[src/rtl/core/bitmap_page_allocator_assert.svh]
// Assertion macros for the page allocator. Clock clk, reset arst_n.
`ifndef BITMAP_PAGE_ALLOCATOR_ASSERT_SVH
`define BITMAP_PAGE_ALLOCATOR_ASSERT_SVH
`ifndef SYNTHESIS
`define BAP_ASSERT(label, prop, msg) \
	label: assert property (@(posedge clk) disable iff (!arst_n) (prop)) else $error(msg);
`define BAP_ASSERT_NEXT(label, ante, cons, msg) \
	label: assert property (@(posedge clk) disable iff (!arst_n) (ante) |=> (cons)) \
	else $error(msg);
`else
`define BAP_ASSERT(label, prop, msg)
`define BAP_ASSERT_NEXT(label, ante, cons, msg)
`endif
`endif

[src/rtl/core/bap_pkg.sv]
`timescale 1ns / 1ps
package bap_pkg;

	localparam int MAX_PAGES_DEF = 32768;
	localparam int WORD_BITS_DEF = 32;
	localparam int PAGE_W        = 15;
	localparam int CNT_W         = 16;

	localparam logic [CNT_W-1:0] TOTAL_RST = 16'd32768;
	localparam logic [CNT_W-1:0] USED_RST  = 16'd32768;

	typedef enum logic [1:0] {
		OP_MARK_ALL = 2'd0,
		OP_ALLOC    = 2'd1,
		OP_FREE     = 2'd2,
		OP_RESERVE  = 2'd3
	} op_t;

	typedef enum logic [2:0] {
		ST_OK           = 3'd0,
		ST_OOM          = 3'd1,
		ST_INVALID      = 3'd2,
		ST_DOUBLE_FREE  = 3'd3,
		ST_ALREADY_USED = 3'd4
	} status_t;

	typedef enum logic [2:0] {
		S_INIT,
		S_IDLE,
		S_FILL,
		S_SCAN_RD,
		S_SCAN_CHK,
		S_LOOKUP,
		S_MODIFY
	} state_t;

	typedef struct packed {
		op_t               operation;
		logic [PAGE_W-1:0] page_index;
	} req_t;

	typedef struct packed {
		logic [PAGE_W-1:0] page_number;
		status_t           status;
		logic [CNT_W-1:0]  used_pages;
		logic [CNT_W-1:0]  free_pages;
	} rsp_t;

	// controller -> datapath
	typedef struct packed {
		logic load;
		logic fill;
		logic mark_done;
		logic scan_rd;
		logic scan_chk;
		logic oom;
		logic lookup;
		logic modify;
	} dp_cmd_t;

	// datapath -> controller
	typedef struct packed {
		logic fill_last;
		logic scan_end;
		logic found;
	} dp_sts_t;

endpackage

[src/rtl/core/bap_ctrl.sv]
`timescale 1ns / 1ps
module bap_ctrl (
	input  logic             clk,
	input  logic             arst_n,
	input  logic             start,
	input  bap_pkg::op_t     operation,
	input  bap_pkg::dp_sts_t sts,
	output logic             busy,
	output bap_pkg::dp_cmd_t cmd
);
	import bap_pkg::*;

	state_t state_q;
	state_t state_d;

	always_ff @(posedge clk or negedge arst_n) begin
		if (!arst_n) begin
			state_q <= S_INIT;
		end else begin
			state_q <= state_d;
		end
	end

	always_comb begin
		state_d = state_q;
		case (state_q)
			S_INIT: begin
				if (sts.fill_last) state_d = S_IDLE;
			end
			S_IDLE: begin
				if (start) begin
					case (operation)
						OP_MARK_ALL: state_d = S_FILL;
						OP_ALLOC:    state_d = S_SCAN_RD;
						default:     state_d = S_LOOKUP;
					endcase
				end
			end
			S_FILL: begin
				if (sts.fill_last) state_d = S_IDLE;
			end
			S_SCAN_RD: begin
				state_d = sts.scan_end ? S_IDLE : S_SCAN_CHK;
			end
			S_SCAN_CHK: begin
				state_d = sts.found ? S_IDLE : S_SCAN_RD;
			end
			S_LOOKUP: state_d = S_MODIFY;
			S_MODIFY: state_d = S_IDLE;
			default:  state_d = S_IDLE;
		endcase
	end

	always_comb begin
		cmd  = '0;
		busy = 1'b1;
		case (state_q)
			S_INIT: cmd.fill = 1'b1;
			S_IDLE: begin
				busy     = 1'b0;
				cmd.load = start;
			end
			S_FILL: begin
				cmd.fill      = 1'b1;
				cmd.mark_done = sts.fill_last;
			end
			S_SCAN_RD: begin
				cmd.scan_rd = !sts.scan_end;
				cmd.oom     = sts.scan_end;
			end
			S_SCAN_CHK: cmd.scan_chk = 1'b1;
			S_LOOKUP:   cmd.lookup   = 1'b1;
			S_MODIFY:   cmd.modify   = 1'b1;
			default:    busy = 1'b1;
		endcase
	end

endmodule

[config.mk]
export PLATFORM = sky130hd
export DESIGN_NAME = bap_ctrl
export DESIGN_NICKNAME = d
export VERILOG_FILES = /design/src/rtl/core/bitmap_page_allocator_assert.svh /design/src/rtl/core/bap_pkg.sv /design/src/rtl/core/bap_ctrl.sv
export SDC_FILE = /design/constraint.sdc
export NUM_CORES = 1
export LEC_CHECK = 0
export BUFFER_PORTS_ARGS = -buffer_cell sky130_fd_sc_hd__buf_2
export CORE_AREA = 2 2 39 41
export CTS_CLUSTER_SIZE = 28
export DETAILED_ROUTE_END_ITERATION = 8
export DIE_AREA = 0 0 41 43
export GPL_TIMING_DRIVEN = 0
export PLACE_DENSITY_LB_ADDON = 0.05
export REMOVE_ABC_BUFFERS = 1
export SYNTH_ARGS = -nofsm -noshare
export SYNTH_HDL_FRONTEND = slang
export SYNTH_SLANG_ARGS = --single-unit
export TNS_END_PERCENT = 10
[constraint.sdc]
create_clock -name clk -period 1.3 [get_ports clk]
set_clock_uncertainty 0.15 [all_clocks]
set_input_delay 0.26 -clock clk [delete_from_list [all_inputs] [get_ports clk]]
set_output_delay 0.26 -clock clk [all_outputs]
set_load 0.005 [all_outputs]
# Yosys cells after proc, flatten, opt, wreduce, memory -nomap -nowiden
# Index checks and enable logic that the tools add are counted.
dict set report word_totals {
  inputBits 8
  regBits 3
  word_cells 30
  out_inout_bits 9
}
dict set report op_classes {
  mux 15
  reduce_logical 5
  n_eq_ne 9
}
# cell count
set ops {}
lappend ops {{one-hot mux 3 bit (5 select lines)} 1}
lappend ops {{== test 3 bit, second input constant} 3}
lappend ops {{two-way mux 1 bit} 9}
lappend ops {{two-way mux 3 bit} 3}
lappend ops {{== test 3 x 2 -> 1 bit, second input constant} 2}
lappend ops {{one-hot mux 3 bit (2 select lines)} 1}
lappend ops {{== test 3 x 1 -> 1 bit, second input constant} 1}
lappend ops {{logical NOT 3 bit} 1}
lappend ops {{== test 2 x 1 -> 1 bit, second input constant} 1}
lappend ops {{logical NOT 2 bit} 1}
lappend ops {{two-way mux 2 bit} 1}
lappend ops {{inequality test 2 x 1 -> 1 bit, second input constant} 1}
lappend ops {{inequality test 2 bit, second input constant} 1}
lappend ops {{AND reduction 2 bit} 1}
lappend ops {{OR reduction 2 bit} 1}
lappend ops {{logical NOT 1 bit} 1}

# Logic depth before layout (Yosys ltp)
# Gate-level depths: netlist (run 1).
dict set report logic_depth {
  word_depth 4
  mapped_depth 4
  depth_no_buf 3
}

# Worst setup path after synthesis (run 1)
# OpenSTA, ideal clock, no wires.
dict set report synth_path {
  kind {flip-flop to output port}
  from {register state_q[1]}
  to {output port cmd[7] (netlist bit)}
  t_arrival_ps 830
  stages_incl_launch_ff 4
  path_buffers 0
  slack_ps 60
  cell_sequence {dfrtp_1 -> and2b_1 -> nand2b_1 -> nor2_1}
}
# element line_no
set synth_rtl {}
lappend synth_rtl {{start, declared} bap_ctrl.sv:13} ;# state_t state_q;
lappend synth_rtl {{start signal, assigned} bap_ctrl.sv:20} ;# state_q <= state_d;
lappend synth_rtl {{end, declared} bap_ctrl.sv:9} ;# output bap_pkg::dp_cmd_t cmd

==> impl_metrics.ini, run 1 <==
[cells_and_area]
stdcell_area_um2 = 396.6
top_register = state_q
largest_registers = state_q: 3 flops
drive_gt1_share_pct = 51.92
largest_reg_flops = 3
finish.utilization_pct = 28.66
final.fill_count = 154
syn_to_final_growth_pct = 67.72
layout.nets = 61
n_antenna_cell = 0
instances_no_fill = 68

[worst_hold_path]
hp-class = primary input to register
holdPathEnd = state_q[1]$_DFFE_PN0P_
holdPathStages = 2
worstHoldStart = sts[2]

[place]
post_dp_cell_area_um2 = 326.6
dpl.hpwl_um = 482.1
place_inst = 60
portBuffers = 16
pre_cts_ws_ns = -0.06677
finalWeightedCongestion = 0.6843

[grt]
antenna_found_initial = 0
grt_max_degree = 13
grt_pass1_wl_um = 1028
grt_pass1_vias = 272
grt_usage_pct = 9.036
overflow = 0

[status]
violations = negative setup slack
status = finished, violations left

[pwr]
total_power_mw = 0.7731
p_per_area_mw_per_mm2 = 1949
ir_worst_vdd_v = 0.0008157
p_leak_nw = 0.2027

[timing]
period_minus_slack_ns = 1.537
worstMarginPinSlew_ns = 0.1891
hold_slack_ns = 0.1104
final_hold_viol_count = 0
period_share_pct = 118.2
setup_violations = 9
slew_headroom_pct = 87.39
maxSlewViolCount = 0
tns_ns = -1.599
fin_ws_ns = -0.2372
rsz0062_at_grt = true
fmax_ghz = 0.6505

[worst_setup_path]
r2r_start = state_q[0]$_DFFE_PN0P_
crit_chain = and2b_1, nand2b_1, nor2_1, buf_2
critPathMaxStageDelay_ns = 0.41
rr_endpoint = state_q[1]$_DFFE_PN0P_
cpMaxStageDelayCell = dfrtp_2
r2r_slack_ns = 0.07
crit_required_ns = 0.89
rr_worst_depth = 4
start_kind = register
crit_path_end_kind = primary output
worstPathMaxFanout = 4
path_class = register to primary output
arrival_ns = 1.13

[detailed_routing]
drt-pass1-iter-count = 1
via_count = 288
avgViaCountPerCell = 4.235
totalWireLength_um = 634
drc = 0
detail_route.wl_per_cell_um = 9.324
ant_nets = 0
first_iter_violations = 0

[synth]
syn_area_per_cell_um2 = 7.883
synth_seq_cells = 3
ys_async_sr_fraction_pct = 100.0
synth-edff-count = 0
yosys_warnings = 0
synth_area_um2 = 236.5
syn_inst = 30
synthFlopType = dfrtp_1
synth.distinct_cells = 18
ys_seq_area_share_pct = 31.75

[floorplanning]
die_h_um = 43
coreArea_mm2 = 0.001384
initial_core_util_pct = 17.09
dieArea_mm2 = 0.001763
fp-row-count = 14
io_pins = 17
fp.dieW_um = 41

[cts]
clk_pin_slew_ns = 0.04
clk_latency_ns = 0.23
cts-root-buf = clkbuf_4
cts_tree = yes
cts_max_path_buffers = 2
htreeDepth = 1
numClockSinks = 3
cts_buffers = 3

[flow_run]
cap_violations = 0
## critical path, delay by kind of cell (launching register included)
kind,cells,cell delay [ns]
simple gates,3,0.37
buf+inv,1,0.11
flops,1,0.41
## how the worst max path moves through the flow
stage,startpoint,slack [ns],endpoint,depth (start not counted)
detailed placement,state_q[1]$_DFFE_PN0P_,-0.07,cmd[7],4
CTS,state_q[1]$_DFFE_PN0P_,-0.26,cmd[7],4
floorplan,state_q[1]$_DFFE_PN0P_,0.06,cmd[7],3
global route,state_q[1]$_DFFE_PN0P_,-0.33,cmd[7],4
global placement,state_q[1]$_DFFE_PN0P_,-0.05,cmd[1],3
finish,state_q[1]$_DFFE_PN0P_,-0.24,cmd[7],4
## cell families (layout without fill, tap and decap cells)
logic type	Yosys count	after routing	share of synthesized area (%)
flip-flops	3	3	31.75
AND/OR/NAND/NOR	16	16	40.22
buffers and inverters	4	26	7.409
AO/OA/AOI/OAI	7	7	20.63
## metal layers
layer / track usage (%) / wire length (um)
met2: 12.81 / 318
met1: 9.968 / 265
met3: 1.571 / 34
met5: 0 / 0
met4: 10.00 / 14
## layout make-up
type	count	area, um2	area share (%)
inverter	2	7.507	1.893
timing repair buffer	20	112.6	28.39
sequential	3	78.83	19.87
multi-input combinational	23	151.4	38.17
tap	16	20.02	5.047
clock buffer	4	26.28	6.625
## synthesized netlist by cell type (all sizes together), types with 2 or more instances
cell type  count  share of area (%)
nor3b          4                 13
dfrtp          3                 32
nand2b         2                5.3
nor2           3                4.8
inv            2                3.2
buf            2                4.2
nand2          2                3.2
o21a           2                6.3
## layout by cell type, fill, tap and decap left out, types with 2 or more instances in the layout
cell and instances:
buf_2 16, nor3b_1 3, clkbuf_4 3, buf_4 3
dfrtp_2 3, nand2_1 2, nand2b_1 2, inv_1 2
nor2_1 2, o21a_1 2
## power breakdown
| part | switching, mW | internal (mW) |
|---|---|---|
| Combinational | 0.158 | 0.228 |
| Clock | 0.0496 | 0.115 |
| Sequential | 0.0794 | 0.143 |
| Total | 0.287 | 0.486 |
## timing repair
action / 4_1_cts / 5_1_grt
setup buffers: 3 / 0
hold buffers: 1 / 0
endpoints found under the setup margin: 9 / 10
pin swaps: 3 / 1
gates resized for setup: 4 / 1
hold endpoints to repair: 3 / 0
(Power assumes the default switching activity.)
==> inputs of run 2 (changes only) <==
- CORE_AREA: 2 2 39 41 -> 3 3 40 42
- DIE_AREA: 0 0 41 43 -> 0 0 43 45
- PLACE_DENSITY: default -> 0.47
- PLACE_DENSITY_LB_ADDON: 0.05 -> default
==> run 2 against run 1 <==
Net effect:
- the flow still finishes with violations (negative setup slack)
- flip-flop and latch count is the same
- global-route usage shrank 2.5 points
- register-to-register slack is essentially flat
- final cell count shrank 2.9%
- via count shrank 6.9%
- wire length shrank 2.7%
- core utilization grew 1.1 points
- non-clock buffer count shrank 1
- combinational power shrank 5%
- first-iteration DRC count is the same
- highest routed layer is now met3
==> impl_metrics.ini, run 2 (same netlist as run 1, synthesis figures left out) <==
[cts]
cts_buffers = 3
clk_latency_ns = 0.23
clk_pin_slew_ns = 0.03
numClockSinks = 3
cts-root-buf = clkbuf_4
cts_tree = yes
cts_max_path_buffers = 2
htreeDepth = 1

[place]
finalWeightedCongestion = 0.6636
pre_cts_ws_ns = -0.05916
portBuffers = 16
dpl.hpwl_um = 474.1

[timing]
maxSlewViolCount = 0
worstMarginPinSlew_ns = 0.1890
fmax_ghz = 0.6573
period_minus_slack_ns = 1.521
slew_headroom_pct = 87.40
setup_violations = 9
final_hold_viol_count = 0
period_share_pct = 117.0
fin_ws_ns = -0.2213
rsz0062_at_grt = true

[cells_and_area]
largest_reg_flops = 3
n_antenna_cell = 0
largest_registers = state_q: 3 flops
top_register = state_q
syn_to_final_growth_pct = 61.90
drive_gt1_share_pct = 49.02
final_common_cell = buf_2
final_cell_mix = buf_2 (16), nor3b_1 (4), clkbuf_4 (3), dfrtp_2 (3)
finish.utilization_pct = 29.80
layout.nets = 60

[detailed_routing]
avgViaCountPerCell = 4.061
drt-pass1-iter-count = 1
ant_nets = 0
drc = 0
totalWireLength_um = 617
via_count = 268
first_iter_violations = 0
detail_route.wl_per_cell_um = 9.348

[worst_setup_path]
cp-endpoint = cmd[1]
critical_path.startpoint = state_q[0]$_DFFE_PN0P_
crit_path_end_kind = primary output
r2r_start = state_q[0]$_DFFE_PN0P_
arrival_ns = 1.11
r2r_slack_ns = 0.06
path_class = register to primary output
rr_worst_depth = 4
worstPathMaxFanout = 7
start_kind = register
rr_endpoint = state_q[1]$_DFFE_PN0P_
crit_required_ns = 0.89

[grt]
antenna_found_initial = 0
overflow = 0
grt_max_degree = 13
grt_pass1_wl_um = 883
grt_pass1_vias = 240
grt_usage_pct = 6.511

[floorplanning]
initial_core_util_pct = 18.40
coreArea_mm2 = 0.001285
io_pins = 17
die_h_um = 45
fp-row-count = 13
dieArea_mm2 = 0.001935
fp.dieW_um = 43

[pwr]
p_per_area_mw_per_mm2 = 1938
p_leak_nw = 0.1961
ir_worst_vdd_v = 0.0004536

[status]
violations = negative setup slack
status = finished, violations left

[worst_hold_path]
hp-class = primary input to register

[flow_run]
cap_violations = 0
run 2: cell count changes in the layout (fill, tap and decap cells not counted):
cell	previous run	this run
buf_4	3	2
nor3b_1	3	4
nor3b_2	1	0
run 2: repair_timing:
action,in CTS,in global routing
pin swaps,3,1
setup buffers,2,0
gates resized for setup,4,0
hold buffers,1,0
hold endpoints to repair,3,0
endpoints found under the setup margin,9,10
run 2: worst min-delay path by stage:
stage / startpoint / to / slack (ns) / cells after the start
floorplan: arst_n / state_q[0]$_DFFE_PN0P_ / -0.19 / 0
global placement: arst_n / state_q[1]$_DFFE_PN0P_ / -0.09 / 1
detailed placement: arst_n / state_q[1]$_DFFE_PN0P_ / -0.09 / 1
CTS: sts[2] / state_q[1]$_DFFE_PN0P_ / 0.11 / 2
global route: sts[2] / state_q[1]$_DFFE_PN0P_ / 0.13 / 2
finish: sts[2] / state_q[1]$_DFFE_PN0P_ / 0.12 / 2
run 2: routing by layer:
metal  share of wire [%]  global-route usage, %
met3                  13                  1.594
met4                   0                  7.229
met5                   0                      0
met2                  43                  9.880
met1                  44                  7.039
run 2: area by class of cell:
cell class / instances / area, um2
Sequential cell: 3 / 78.83
Multi-Input combinational cell: 23 / 146.4
Inverter: 2 / 7.507
Fill cell: 159 / 902.1
Clock buffer: 4 / 26.28
Timing Repair Buffer: 19 / 105.1
Tap cell: 15 / 18.77
run 2: stage by stage:
stage / TNS [ns] / cells / instance area [um2] / hold WS (ns) / total power [mW]
final: -1.564 / 66 / 382.9 / 0.1166 / 0.7420
after CTS: -1.693 / 66 / 382.9 / 0.1086 / 0.7610
after floorplan: 0 / 28 / 226.5 / -0.1856 / 0.3964
after detailed placement: -0.1828 / 59 / 325.3 / -0.08952 / 0.5358
after global placement: -0.1645 / 59 / 325.3 / -0.09070 / 0.5336
after global routing: -2.135 / 66 / 382.9 / 0.1268 / 0.8113
run 2: critical path: stages, from the launching register on:
cell and delay, ns:
dfrtp_2 0.44, and2b_1 0.19, and2_1 0.14, buf_2 0.12
run 2: power by group:
part | switching (mW) | internal [mW] | total [mW]
logic | 0.156 | 0.212 | 0.368
registers | 0.0726 | 0.143 | 0.215
clock network | 0.0437 | 0.115 | 0.158
total | 0.273 | 0.469 | 0.742
